===== src/rtl/ldts_pkg.sv =====
// ----------------------------------------------------------------------------
// ldts_pkg: shared types, constants and frame functions
// Item kinds, sequencer states, command bytes and the line-level tables of
// the two-wire display frames.
// ----------------------------------------------------------------------------
`default_nettype none

package ldts_pkg;

  localparam logic [2:0] CMD_TICK      = 3'd0;
  localparam logic [2:0] CMD_INIT      = 3'd1;
  localparam logic [2:0] CMD_BRIGHT    = 3'd2;
  localparam logic [2:0] CMD_WRITE     = 3'd3;
  localparam logic [2:0] CMD_COLON_ON  = 3'd4;
  localparam logic [2:0] CMD_COLON_OFF = 3'd5;

  localparam int         DIGIT_COUNT    = 4;
  localparam logic [2:0] COLON_POSITION = 3'd1;
  localparam logic [7:0] DOT_MASK       = 8'd128;

  localparam logic [7:0] MODE_CMD       = 8'h40;
  localparam logic [7:0] FIXED_ADDR_CMD = 8'h40 | 8'h04;
  localparam logic [7:0] CTRL_FULL_CMD  = 8'h80 | 8'h08 | 8'h07;
  localparam logic [7:0] BRIGHT_BASE    = 8'h80 | 8'h08;
  localparam logic [7:0] ADDR_BASE      = 8'hC0;

  localparam int CMD_FRAME_TICKS  = 22;
  localparam int DATA_FRAME_TICKS = 63;
  localparam int PHASE_W          = $clog2(DATA_FRAME_TICKS);

  localparam int QUEUE_DEPTH = 2;

  typedef enum logic [2:0] {
    KIND_TICK,
    KIND_INIT,
    KIND_BRIGHT,
    KIND_WRITE,
    KIND_COLON_ON,
    KIND_COLON_OFF,
    KIND_NONE
  } kind_t;

  typedef enum logic [2:0] {
    SEQ_IDLE,
    SEQ_INIT_MODE,
    SEQ_INIT_CTRL,
    SEQ_INIT_CLEAR,
    SEQ_ONE_CMD,
    SEQ_ONE_DATA
  } seq_t;

  typedef struct packed {
    kind_t      kind;
    logic [2:0] pos;
    logic [7:0] data_b;
  } item_t;

  typedef struct packed {
    logic accepted;
    logic busy_res;
    logic data_line;
    logic clock_line;
  } res_t;

  // Levels are {clock, data}.
  function automatic logic [1:0] byte_slot(input logic [7:0] b, input logic [4:0] k);
    logic [1:0] lv;
    if (k < 5'd16) begin
      lv = {k[0], b[k[3:1]]};
    end else begin
      lv = {k[0], 1'b0};
    end
    return lv;
  endfunction

  function automatic logic [1:0] cmd_frame(input logic [7:0] b,
                                           input logic [PHASE_W-1:0] t);
    logic [1:0] lv;
    logic [4:0] k;
    k = 5'(t - PHASE_W'(2));
    if (t == PHASE_W'(0)) begin
      lv = 2'b11;
    end else if (t == PHASE_W'(1)) begin
      lv = 2'b10;
    end else if (t < PHASE_W'(20)) begin
      lv = byte_slot(b, k);
    end else if (t == PHASE_W'(20)) begin
      lv = 2'b00;
    end else begin
      lv = 2'b10;
    end
    return lv;
  endfunction

  function automatic logic [1:0] data_frame(input logic [2:0] addr, input logic [7:0] data,
                                            input logic [PHASE_W-1:0] t);
    logic [1:0] lv;
    logic [4:0] ka;
    logic [4:0] kd;
    ka = 5'(t - PHASE_W'(24));
    kd = 5'(t - PHASE_W'(42));
    if (t < PHASE_W'(22)) begin
      lv = cmd_frame(FIXED_ADDR_CMD, t);
    end else if (t == PHASE_W'(22)) begin
      lv = 2'b11;
    end else if (t == PHASE_W'(23)) begin
      lv = 2'b10;
    end else if (t < PHASE_W'(42)) begin
      lv = byte_slot(ADDR_BASE | {5'd0, addr}, ka);
    end else if (t < PHASE_W'(60)) begin
      lv = byte_slot(data, kd);
    end else if (t == PHASE_W'(60)) begin
      lv = 2'b00;
    end else if (t == PHASE_W'(61)) begin
      lv = 2'b10;
    end else begin
      lv = 2'b11;
    end
    return lv;
  endfunction

endpackage

`default_nettype wire


===== src/rtl/ldts_front.sv =====
// ----------------------------------------------------------------------------
// ldts_front: input decode stage
// Accepts input items, classifies the command and prepares the byte that
// the back end will send, then hands a decoded item to the queue.
// ----------------------------------------------------------------------------
`default_nettype none

module ldts_front
  import ldts_pkg::*;
(
  input  wire logic       clk,
  input  wire logic       rst_n,
  input  wire logic       in_valid,
  output logic            in_ready,
  input  wire logic [2:0] command,
  input  wire logic [2:0] position,
  input  wire logic [7:0] segments,
  input  wire logic [2:0] level,
  output logic            f_valid,
  input  wire logic       f_ready,
  output item_t           f_item
);

  logic  valid_r;
  logic  valid_nxt;
  item_t item_r;
  item_t item_nxt;

  always_comb begin
    item_nxt.pos    = position;
    item_nxt.data_b = segments;
    case (command)
      CMD_TICK:      item_nxt.kind = KIND_TICK;
      CMD_INIT:      item_nxt.kind = KIND_INIT;
      CMD_BRIGHT: begin
        item_nxt.kind   = KIND_BRIGHT;
        item_nxt.data_b = BRIGHT_BASE | {5'd0, level};
      end
      CMD_WRITE:     item_nxt.kind = KIND_WRITE;
      CMD_COLON_ON:  item_nxt.kind = KIND_COLON_ON;
      CMD_COLON_OFF: item_nxt.kind = KIND_COLON_OFF;
      default:       item_nxt.kind = KIND_NONE;
    endcase
  end

  assign in_ready  = !valid_r || f_ready;
  assign valid_nxt = in_ready ? in_valid : valid_r;

  always_ff @(posedge clk) begin
    if (!rst_n) begin
      valid_r <= 1'b0;
    end else begin
      valid_r <= valid_nxt;
    end
  end

  always_ff @(posedge clk) begin
    if (in_ready && in_valid) begin
      item_r <= item_nxt;
    end
  end

  assign f_valid = valid_r;
  assign f_item  = item_r;

endmodule

`default_nettype wire


===== src/rtl/ldts_queue.sv =====
// ----------------------------------------------------------------------------
// ldts_queue: decoded item queue
// A short first-in first-out buffer between the decode stage and the frame
// sequencer.
// ----------------------------------------------------------------------------
`default_nettype none

module ldts_queue
  import ldts_pkg::*;
(
  input  wire logic  clk,
  input  wire logic  rst_n,
  input  wire logic  push_valid,
  output logic       push_ready,
  input  wire item_t push_item,
  output logic       pop_valid,
  input  wire logic  pop_ready,
  output item_t      pop_item
);

  localparam int PTR_W = (QUEUE_DEPTH > 1) ? $clog2(QUEUE_DEPTH) : 1;
  localparam int CNT_W = $clog2(QUEUE_DEPTH + 1);

  item_t            entries [QUEUE_DEPTH];
  logic [PTR_W-1:0] wr_ptr_r;
  logic [PTR_W-1:0] wr_ptr_nxt;
  logic [PTR_W-1:0] rd_ptr_r;
  logic [PTR_W-1:0] rd_ptr_nxt;
  logic [CNT_W-1:0] count_r;
  logic [CNT_W-1:0] count_nxt;
  logic             do_push;
  logic             do_pop;

  assign push_ready = count_r != CNT_W'(QUEUE_DEPTH);
  assign pop_valid  = count_r != '0;
  assign do_push    = push_valid && push_ready;
  assign do_pop     = pop_valid && pop_ready;
  assign pop_item   = entries[rd_ptr_r];

  always_comb begin
    wr_ptr_nxt = wr_ptr_r;
    rd_ptr_nxt = rd_ptr_r;
    count_nxt  = count_r;
    if (do_push) begin
      wr_ptr_nxt = (wr_ptr_r == PTR_W'(QUEUE_DEPTH - 1)) ? '0 : wr_ptr_r + PTR_W'(1);
    end
    if (do_pop) begin
      rd_ptr_nxt = (rd_ptr_r == PTR_W'(QUEUE_DEPTH - 1)) ? '0 : rd_ptr_r + PTR_W'(1);
    end
    if (do_push && !do_pop) begin
      count_nxt = count_r + CNT_W'(1);
    end else if (do_pop && !do_push) begin
      count_nxt = count_r - CNT_W'(1);
    end
  end

  always_ff @(posedge clk) begin
    if (!rst_n) begin
      wr_ptr_r <= '0;
      rd_ptr_r <= '0;
      count_r  <= '0;
    end else begin
      wr_ptr_r <= wr_ptr_nxt;
      rd_ptr_r <= rd_ptr_nxt;
      count_r  <= count_nxt;
    end
  end

  always_ff @(posedge clk) begin
    if (do_push) begin
      entries[wr_ptr_r] <= push_item;
    end
  end

endmodule

`default_nettype wire


===== src/rtl/ldts_back.sv =====
// ----------------------------------------------------------------------------
// ldts_back: frame sequencer
// Runs command sequences tick by tick, drives the clock and data levels and
// keeps the colon and pending write state. Results leave through an output
// register.
// ----------------------------------------------------------------------------
`default_nettype none

module ldts_back
  import ldts_pkg::*;
(
  input  wire logic  clk,
  input  wire logic  rst_n,
  input  wire logic  q_valid,
  output logic       q_ready,
  input  wire item_t q_item,
  output logic       out_valid,
  input  wire logic  out_ready,
  output res_t       out_res
);

  seq_t               step_r;
  seq_t               step_nxt;
  logic [PHASE_W-1:0] phase_r;
  logic [PHASE_W-1:0] phase_nxt;
  logic [7:0]         shift_r;
  logic [7:0]         shift_nxt;
  logic [2:0]         addr_r;
  logic [2:0]         addr_nxt;
  logic [7:0]         data_r;
  logic [7:0]         data_nxt;
  logic [2:0]         clear_r;
  logic [2:0]         clear_nxt;
  logic               colon_r;
  logic               colon_nxt;
  logic [7:0]         colon_byte_r;
  logic [7:0]         colon_byte_nxt;
  logic [1:0]         line_r;
  logic [1:0]         line_nxt;
  logic               out_valid_r;
  logic               out_valid_nxt;
  res_t               res_r;
  res_t               res_nxt;
  logic               is_data;
  logic               frame_end;
  logic               acc;
  logic               pop;

  assign pop     = q_valid && (!out_valid_r || out_ready);
  assign q_ready = !out_valid_r || out_ready;
  assign is_data = (step_r == SEQ_INIT_CLEAR) || (step_r == SEQ_ONE_DATA);

  always_comb begin
    step_nxt       = step_r;
    phase_nxt      = phase_r;
    shift_nxt      = shift_r;
    addr_nxt       = addr_r;
    data_nxt       = data_r;
    clear_nxt      = clear_r;
    colon_nxt      = colon_r;
    colon_byte_nxt = colon_byte_r;
    line_nxt       = line_r;
    acc            = 1'b0;
    frame_end      = 1'b0;
    out_valid_nxt  = out_valid_r;
    res_nxt        = res_r;
    if (pop) begin
      case (q_item.kind)
        KIND_TICK: begin
          if (step_r != SEQ_IDLE) begin
            if (is_data) begin
              line_nxt  = data_frame(addr_r, data_r, phase_r);
              frame_end = phase_r == PHASE_W'(DATA_FRAME_TICKS - 1);
            end else begin
              line_nxt  = cmd_frame(shift_r, phase_r);
              frame_end = phase_r == PHASE_W'(CMD_FRAME_TICKS - 1);
            end
            phase_nxt = phase_r + PHASE_W'(1);
            if (frame_end) begin
              phase_nxt = '0;
              case (step_r)
                SEQ_INIT_MODE: begin
                  step_nxt  = SEQ_INIT_CTRL;
                  shift_nxt = CTRL_FULL_CMD;
                end
                SEQ_INIT_CTRL: begin
                  step_nxt  = SEQ_INIT_CLEAR;
                  clear_nxt = '0;
                  addr_nxt  = '0;
                  data_nxt  = '0;
                end
                SEQ_INIT_CLEAR: begin
                  if ({1'b0, clear_r} + 4'd1 >= 4'(DIGIT_COUNT)) begin
                    step_nxt = SEQ_IDLE;
                  end else begin
                    clear_nxt = clear_r + 3'd1;
                    addr_nxt  = clear_r + 3'd1;
                    data_nxt  = '0;
                  end
                end
                default: step_nxt = SEQ_IDLE;
              endcase
            end
          end
        end
        KIND_INIT, KIND_BRIGHT, KIND_WRITE, KIND_COLON_ON, KIND_COLON_OFF: begin
          if (step_r == SEQ_IDLE) begin
            acc       = 1'b1;
            phase_nxt = '0;
            case (q_item.kind)
              KIND_INIT: begin
                step_nxt  = SEQ_INIT_MODE;
                shift_nxt = MODE_CMD;
                clear_nxt = '0;
              end
              KIND_BRIGHT: begin
                step_nxt  = SEQ_ONE_CMD;
                shift_nxt = q_item.data_b;
              end
              KIND_WRITE: begin
                step_nxt = SEQ_ONE_DATA;
                addr_nxt = q_item.pos;
                data_nxt = q_item.data_b | (colon_r ? DOT_MASK : 8'd0);
                if (q_item.pos == COLON_POSITION) begin
                  colon_byte_nxt = q_item.data_b;
                end
              end
              KIND_COLON_ON: begin
                colon_nxt = 1'b1;
                step_nxt  = SEQ_ONE_DATA;
                addr_nxt  = COLON_POSITION;
                data_nxt  = colon_byte_r | DOT_MASK;
              end
              default: begin
                colon_nxt = 1'b0;
                step_nxt  = SEQ_ONE_DATA;
                addr_nxt  = COLON_POSITION;
                data_nxt  = colon_byte_r;
              end
            endcase
          end
        end
        default: ;
      endcase
      out_valid_nxt      = 1'b1;
      res_nxt.clock_line = line_nxt[1];
      res_nxt.data_line  = line_nxt[0];
      res_nxt.busy_res   = step_nxt != SEQ_IDLE;
      res_nxt.accepted   = acc;
    end else if (out_ready) begin
      out_valid_nxt = 1'b0;
    end
  end

  always_ff @(posedge clk) begin
    if (!rst_n) begin
      step_r       <= SEQ_IDLE;
      phase_r      <= '0;
      shift_r      <= '0;
      addr_r       <= '0;
      data_r       <= '0;
      clear_r      <= '0;
      colon_r      <= 1'b0;
      colon_byte_r <= '0;
      line_r       <= 2'b11;
      out_valid_r  <= 1'b0;
    end else begin
      step_r       <= step_nxt;
      phase_r      <= phase_nxt;
      shift_r      <= shift_nxt;
      addr_r       <= addr_nxt;
      data_r       <= data_nxt;
      clear_r      <= clear_nxt;
      colon_r      <= colon_nxt;
      colon_byte_r <= colon_byte_nxt;
      line_r       <= line_nxt;
      out_valid_r  <= out_valid_nxt;
    end
  end

  always_ff @(posedge clk) begin
    res_r <= res_nxt;
  end

  assign out_valid = out_valid_r;
  assign out_res   = res_r;

  a_accept_busy : assert property (@(posedge clk) disable iff (!rst_n)
    out_valid_r && res_r.accepted |-> res_r.busy_res)
    else $error("accepted command did not start a sequence");

  a_idle_phase : assert property (@(posedge clk) disable iff (!rst_n)
    step_r == SEQ_IDLE |-> phase_r == '0)
    else $error("phase not zero while idle");

  a_cmd_phase : assert property (@(posedge clk) disable iff (!rst_n)
    (step_r == SEQ_INIT_MODE || step_r == SEQ_INIT_CTRL || step_r == SEQ_ONE_CMD)
      |-> phase_r < PHASE_W'(CMD_FRAME_TICKS))
    else $error("command frame phase out of range");

  a_data_phase : assert property (@(posedge clk) disable iff (!rst_n)
    is_data |-> phase_r < PHASE_W'(DATA_FRAME_TICKS))
    else $error("data frame phase out of range");

endmodule

`default_nettype wire


===== src/rtl/led_driver_two_wire_sender.sv =====
// ----------------------------------------------------------------------------
// led_driver_two_wire_sender: two-wire LED display driver sender
// Takes tick and command items and returns the clock and data pin levels,
// a busy flag and the acceptance of each command.
// ----------------------------------------------------------------------------
// Every input item gives exactly one result item. The block takes one item
// per clock cycle unless the result side holds it back; a result passes
// through the decode register, the queue and the output register, and the
// sequencer in the back end updates its frame state once per item. Commands are
// refused while a sequence is still being sent, and each tick advances the
// current frame by one half-bit step.
`default_nettype none

module led_driver_two_wire_sender
  import ldts_pkg::*;
(
  input  wire logic        clk,
  input  wire logic        rst_n,
  input  wire logic        in_tvalid,
  output logic             in_tready,
  input  wire logic [15:0] in_tdata,  // position[2:0], segments[10:3], level[13:11]
  input  wire logic [2:0]  in_tuser,  // command[2:0]
  output logic             out_tvalid,
  input  wire logic        out_tready,
  output logic [7:0]       out_tdata  // clock_line[0], data_line[1], busy_res[2], accepted[3]
);

  logic  f_valid;
  logic  f_ready;
  item_t f_item;
  logic  q_valid;
  logic  q_ready;
  item_t q_item;
  res_t  res;

  ldts_front u_front (
    .clk      (clk),
    .rst_n    (rst_n),
    .in_valid (in_tvalid),
    .in_ready (in_tready),
    .command  (in_tuser),
    .position (in_tdata[2:0]),
    .segments (in_tdata[10:3]),
    .level    (in_tdata[13:11]),
    .f_valid  (f_valid),
    .f_ready  (f_ready),
    .f_item   (f_item)
  );

  ldts_queue u_queue (
    .clk        (clk),
    .rst_n      (rst_n),
    .push_valid (f_valid),
    .push_ready (f_ready),
    .push_item  (f_item),
    .pop_valid  (q_valid),
    .pop_ready  (q_ready),
    .pop_item   (q_item)
  );

  ldts_back u_back (
    .clk       (clk),
    .rst_n     (rst_n),
    .q_valid   (q_valid),
    .q_ready   (q_ready),
    .q_item    (q_item),
    .out_valid (out_tvalid),
    .out_ready (out_tready),
    .out_res   (res)
  );

  assign out_tdata = {4'd0, res};

endmodule

`default_nettype wire


===== config.mk =====
export PLATFORM = sky130hd
export DESIGN_NAME = led_driver_two_wire_sender
export DESIGN_NICKNAME = d
export VERILOG_FILES = /design/src/rtl/ldts_pkg.sv /design/src/rtl/ldts_front.sv /design/src/rtl/ldts_queue.sv /design/src/rtl/ldts_back.sv /design/src/rtl/led_driver_two_wire_sender.sv
export SDC_FILE = /design/constraint.sdc
export NUM_CORES = 1
export LEC_CHECK = 0
export ABC_AREA = 1
export BUFFER_PORTS_ARGS = -buffer_cell sky130_fd_sc_hd__buf_2
export CAP_MARGIN = 20
export CORE_MARGIN = 5
export CORE_UTILIZATION = 33
export CTS_CLUSTER_SIZE = 16
export DETAILED_ROUTE_END_ITERATION = 6
export PLACE_DENSITY_LB_ADDON = 0.3
export SLEW_MARGIN = 5
export SYNTH_ARGS = -nofsm -noshare
export SYNTH_HDL_FRONTEND = slang
export SYNTH_SLANG_ARGS = --single-unit

===== constraint.sdc =====
create_clock -name clk -period 2.3 [get_ports clk]
set_clock_uncertainty 0.05 [all_clocks]
set_input_delay 0.115 -clock clk [delete_from_list [all_inputs] [get_ports clk]]
set_output_delay 0.115 -clock clk [all_outputs]
set_load 0.02 [all_outputs]

==> out/qor.txt, run 1 <==
Boundary Pins: 33
# diodes: 0
Layout fillers: 1398
Worst IR drop on VDD: 681 uV
Antenna-violating nets left: 0
Pins Over Slew Limit: 0
Via count: 3879
Clk buf depth: 2
First-pass GRT wire length: 17.0 mm
Wirelength per Cell: 12.0 um
Sequential share of the synthesized area: 50.2%
Netlist cell types: 42
Final wirelength: 9.85 mm
R2r endpoint: u_back.phase_r[4]$_SDFFE_PN0P_
Tot Pwr: 6360 uW
Fin Hold WS: 0.0177 ns
Most common cell after layout, fill and taps aside: nand2_1
Clock Pin Slew Worst Setup and Hold Paths: 0.07 ns
Max Cap Violations: 0
Hold Crit Class: input port to flip-flop
Root Buffer: clkbuf_16
Die area: 0.0167 sq mm
CTS tree: done
Synthesized cell area: 0.00470 sq mm
Congestion Overflow GR: 0
Crit Path Category: flip-flop to flip-flop
Clock Latency Late Sink: 0.35 ns
Slew @ Worst Pin: 0.516 ns
Setup TNS: 0 ns
Arr. time, crit path: 2.29 ns
Worst-path fanout max: 19
Max_slew headroom: 65.5%
HP Start: out_tready
Antenna violations before repair: 0
H-tree lvl count: 3
RSZ-0062 raised after global routing: false
Final Hold Fails: 0
Tmin final: 2.11 ns
Largest net degree at the start of global routing: 28
Avg Cell Area, Syn: 8.11 sq um
Drt first pass iters: 4
NumNets Final: 667
Status: completed
Req. time, crit path: 2.48 ns
Vias in the first global route: 3754
Total core area: 0.0139 sq mm
Num rows: 43
Pleak: 0.00232 uW
Max Clk Rate: 474 MHz
Port buffer count: 26
Hold Crit Endpoint: u_back.out_valid$_SDFFE_PN0P_
#FFs+latches synth: 95
Pwr/cell area: 1140 mW/mm^2
Area occupied by multi-input gates: 0.00199 sq mm
Startpoint Class: flip-flop
Die Width: 129 um
Num CTS Buffers: 9
DRC: 0
DRT iter0 DRCs: 380
Register Area: 0.00237 sq mm
Vias/cell: 4.74
Hold Path Depth: 4
R2R cell count: 12
Worst reg2reg setup slack: 0.19 ns
Final period util: 91.7%
Starting density of the core: 33.8%
Final RePlAce weighted congestion: 0.874
Final setup viols: 0
Placement Setup Slack: 0.125 ns
Most frequent cells in the layout: nand2_1 (121), nor2_1 (89), inv_1 (59), o21ai_0 (48), a21oi_1 (47)
Clock Sinks: 95
Final WS setup: 0.190 ns
Count of mapped cells out of synthesis: 580
CP Capture Type: flip-flop
Area Overhead vs Synth: 18.4%
HPWL Detailed: 7.14 mm
Die H: 129 um
Layout cells sized above 1: 14.4%
Number of warnings issued by yosys: 0
Total Routing Usage GR: 12.6%
-- critical path, stage by stage, from the launching register on --
cell and delay, ns:
dfxtp_2 0.39, buf_6 0.20, nand2_1 0.08, o21ai_2 0.09, inv_2 0.10, nand2_4 0.08, nand2_4 0.11, nand2_4 0.10
nand3_2 0.14, inv_1 0.21, nand3_1 0.15, o21ai_0 0.21, a21oi_1 0.07
-- sequential cells by signal, indices dropped and copies added (netlist names), 4 cells and up, named ones only --
signal and count:
u_back.phase_r 6, u_back.shift_r 8, u_back.out_res 4, u_queue.entries 28
u_front.f_item 14, u_back.colon_byte_r 8, u_back.data_r 8
-- Yosys cell counts, drive strengths merged --
master | count | share of area [%]
nand2 | 124 | 10
nor2 | 91 | 7.5
inv | 67 | 5.3
o21ai | 60 | 6.5
a21oi | 49 | 5.4
dfxtp | 49 | 21
edfxtp | 46 | 29
nand3 | 25 | 2.9
buf | 12 | 1.8
ha | 11 | 2.9
clkbuf | 9 | 0.72
nor3 | 8 | 1.4
o211ai | 5 | 0.90
mux2 | 3 | 0.72
nand4 | 3 | 0.40
mux2i | 2 | 0.43
nand3b | 2 | 0.32
or2 | 2 | 0.27
xnor2 | 2 | 0.37
xor2 | 2 | 0.37
a211oi | 1 | 0.16
a31oi | 1 | 0.13
a32oi | 1 | 0.19
clkinv | 1 | 0.080
conb | 1 | 0.080
nor3b | 1 | 0.16
o2111ai | 1 | 0.19
o22ai | 1 | 0.13
-- kinds of logic after synthesis --
logic type / count (synthesis) / synth area share [%]
other: 1 / 0.0797
AND/OR/NAND/NOR: 256 / 23.3
multiplexers: 5 / 1.14
XOR/XNOR: 4 / 0.745
adder cells (fa/ha/maj): 11 / 2.93
flip-flops: 95 / 50.2
AO/OA/AOI/OAI: 119 / 13.6
buffers and inverters: 89 / 7.95
-- final cells by class --
type / instances / share of cell area [%]
clock buffers: 9 / 4.04
clock inverters: 7 / 1.39
inverters: 68 / 4.65
multi-input cells: 399 / 35.7
flip-flops and latches: 95 / 42.5
well taps: 180 / 4.04
repair buffers: 60 / 7.70
-- power breakdown --
group | total, uW | switching [uW] | internal [uW]
sequential | 2400 | 210 | 2190
clock | 1480 | 710 | 767
combinational | 2480 | 1610 | 867
total | 6360 | 2530 | 3820
-- metal layers --
metal  global-route usage, %  wire (um)  vias to the layer above
li1                        -          -                     2013
met1                    15.5       4400                     1734
met2                    20.2       4690                      102
met3                    3.54        452                       30
met4                    6.30        303                        0
met5                       0          0                        -
-- how the worst max path moves through the flow --
stage,startpoint,end,slack [ns],cells past startpoint
finish,flip-flop,u_back.phase_r[4]$_SDFFE_PN0P_,0.19,12
global route,u_back.phase_r[1]$_SDFFE_PN0P_,u_back.out_res[1]$_DFFE_PP_,0.001,14
CTS,flip-flop,u_back.phase_r[4]$_SDFFE_PN0P_,0.08,11
global placement,flip-flop,u_back.phase_r[5]$_SDFFE_PN0P_,0.18,11
detailed placement,flip-flop,u_back.phase_r[4]$_SDFFE_PN0P_,0.13,11
floorplan,u_back.phase_r[1]$_SDFFE_PN0P_,u_back.out_res[1]$_DFFE_PP_,0.20,15
-- repair_timing --
action / in CTS / in global routing
hold endpoints to repair: 13 / 0
hold buffers: 16 / 0
buffers inserted: 0 / 2
endpoints found under the setup margin: 0 / 15
gates resized for setup: 0 / 7
-- per-stage QoR --
step	std cells	utilization, %	cell area, sq um
floorplan	583	-	4710
global placement	782	36.3	5060
detailed placement	784	36.4	5070
CTS	816	39.7	5530
global route	818	40.0	5570
finish	818	40.0	5570
(Power assumes the default switching activity.)
==> run 2: changes to the inputs <==
--- a/config.mk
+++ b/config.mk
@@ -8,11 +8,11 @@
 export ABC_AREA = 1
 export BUFFER_PORTS_ARGS = -buffer_cell sky130_fd_sc_hd__buf_2
 export CAP_MARGIN = 20
-export CORE_MARGIN = 5
 export CORE_UTILIZATION = 33
 export CTS_CLUSTER_SIZE = 16
 export DETAILED_ROUTE_END_ITERATION = 6
 export PLACE_DENSITY_LB_ADDON = 0.3
+export SETUP_SLACK_MARGIN = 0.3
 export SLEW_MARGIN = 5
 export SYNTH_ARGS = -nofsm -noshare
 export SYNTH_HDL_FRONTEND = slang
==> run 2 against run 1 <==
Compared with the run above: via count rose by 1.3%; register-to-register slack improved by 0.15 ns; utilization rose by 3.7 points; sequential cell count did not move; global-route usage rose by 2.0 points; final cell count rose by 2.2%; critical path type unchanged; largest cell class unchanged; largest power group unchanged.
==> out/qor.txt, run 2 (synthesis gave the netlist of run 1 again) <==
Hold Path Depth: 4
Register Area: 0.00239 sq mm
Startpoint Class: flip-flop
Worst IR drop on VDD: 726 uV
Antenna-violating nets left: 0
Final period util: 85.2%
Tmin final: 1.96 ns
Hold Crit Class: input port to flip-flop
First-pass GRT wire length: 16.8 mm
Die H: 121 um
Max_slew headroom: 63.9%
Wirelength per Cell: 12.7 um
Area Overhead vs Synth: 29.0%
Pwr/cell area: 1230 mW/mm^2
NumNets Final: 685
Clk buf depth: 2
Tot Pwr: 7480 uW
Via count: 3931
Root Buffer: clkbuf_16
Vias in the first global route: 3641
Arr. time, crit path: 2.16 ns
Status: completed
Top reg by flops: u_queue.entries
Inst Count DP: 784
Die Width: 121 um
H-tree lvl count: 3
HPWL Detailed: 6.97 mm
Total core area: 0.0139 sq mm
Port buffer count: 26
Setup TNS: 0 ns
Final wirelength: 10.6 mm
HP Start: out_tready
Most common cell after layout, fill and taps aside: nand2_1
Largest register FFs: 28
Most frequent cells in the layout: nand2_1 (105), nor2_1 (82), inv_1 (54), edfxtp_1 (46), a21oi_1 (45)
Cell area after layout: 0.00607 sq mm
Boundary Pins: 33
Die area: 0.0147 sq mm
Crit Path Category: flip-flop to flip-flop
Area occupied by multi-input gates: 0.00225 sq mm
Max Clk Rate: 511 MHz
Post-route insts no fill: 836
Num rows: 43
Max Cap Violations: 0
Num CTS Buffers: 9
Clock Sinks: 95
Req. time, crit path: 2.50 ns
Hold Crit Endpoint: u_back.out_valid$_SDFFE_PN0P_
Pleak: 0.00248 uW
# diodes: 0
Worst reg2reg setup slack: 0.34 ns
CTS tree: done
DRT iter0 DRCs: 254
Layout fillers: 1347
Clock Latency Late Sink: 0.35 ns
Largest net degree at the start of global routing: 29
Total Routing Usage GR: 14.6%
Final Hold Fails: 0
Final RePlAce weighted congestion: 0.909
R2r endpoint: u_back.data_r[5]$_SDFFE_PN0P_
Drt first pass iters: 4
R2R cell count: 13
Starting density of the core: 33.9%
Worst-path fanout max: 6
Congestion Overflow GR: 0
Final setup viols: 0
Area after DPL: 0.00507 sq mm
DRC: 0
Slew @ Worst Pin: 0.539 ns
Vias/cell: 4.70
Clock Pin Slew Worst Setup and Hold Paths: 0.07 ns
Layout cells sized above 1: 24.7%
RSZ-0062 raised after global routing: true
CP Capture Type: flip-flop
Pins Over Slew Limit: 0
Reg2reg start: u_back.step_r[1]$_SDFFE_PN0P_
Antenna violations before repair: 0
run 2: changes by cell type in the layout (fill, tap and decap cells not counted), moves of 5 or more:
| cell | delta |
|---|---|
| buf_4 | +11 |
| buf_6 | +6 |
| dfxtp_4 | +5 |
| nor2_2 | +5 |
| inv_1 | -5 |
| dfxtp_1 | -6 |
| nand2_2 | +16 |
| nand2_1 | -16 |
| nor2_1 | -7 |
run 2: final cells by class:
cell class | count | area share [%]
Inverter | 68 | 4.35
Tap cell | 180 | 3.71
Clock buffer | 9 | 3.71
Sequential cell | 95 | 39.3
Clock inverter | 7 | 2.27
Timing Repair Buffer | 77 | 9.55
Multi-Input combinational cell | 400 | 37.1
run 2: stage by stage:
| step | util (%) | setup slack (ns) | hold WS, ns |
|---|---|---|---|
| floorplan | - | 0.316 | 0.164 |
| global placement | 36.4 | 0.167 | 0.243 |
| detailed placement | 36.5 | 0.169 | 0.244 |
| CTS | 40.7 | 0.280 | 0.00233 |
| global route | 43.7 | 0.181 | 0.0286 |
| finish | 43.7 | 0.341 | 0.0213 |
run 2: where the power goes:
group | switching (uW) | internal [uW]
sequential | 240 | 2210
clock | 691 | 1090
combinational | 1960 | 1300
run 2: timing repair:
item | 4_1_cts | 5_1_grt
hold buffers | 16 | 0
buffers inserted | 4 | 12
cloned | 0 | 4
endpoints found under the hold margin | 13 | 0
resized for setup | 12 | 88
pin swaps | 0 | 22
setup endpoints to repair | 29 | 44
run 2: how the worst max path moves through the flow:
stage,to,from,depth (start not counted),slack (ns)
4_1_cts,u_back.phase_r[4]$_SDFFE_PN0P_,flip-flop,12,0.28
2_1_floorplan,u_back.out_res[1]$_DFFE_PP_,u_back.phase_r[1]$_SDFFE_PN0P_,15,0.32
5_1_grt,u_back.data_r[5]$_SDFFE_PN0P_,u_back.clear_r[1]$_SDFFE_PN0P_,12,0.18
6_report,u_back.data_r[5]$_SDFFE_PN0P_,u_back.step_r[1]$_SDFFE_PN0P_,13,0.34
3_5_place_dp,u_back.shift_r[5]$_SDFFE_PN0P_,u_back.step_r[0]$_SDFFE_PN0P_,12,0.17
3_3_place_gp,u_back.shift_r[1]$_SDFFE_PN0P_,u_back.step_r[0]$_SDFFE_PN0P_,12,0.17
run 2: worst max-delay path: stages (launching register included):
cell and delay (ns):
dfxtp_4 0.38, inv_1 0.09, nand2_2 0.08, o21ai_4 0.19, inv_2 0.05, nand2_1 0.07, nand3_2 0.11, nand2_2 0.13
nand2_2 0.08, nor3_4 0.28, buf_6 0.18, nand2_2 0.04, o21ai_1 0.07, nor2_1 0.05
run 2: per-layer routing:
layer  GRT usage (%)  wire length (um)  vias up  part of all wire, %
li1                -                 -     2045                    -
met1            17.1              4570     1779                   43
met2            24.7              5330       86                   50
met3            4.42               422       21                  4.0
met4            5.71               274        0                  2.6
met5               0                 0        -                    0
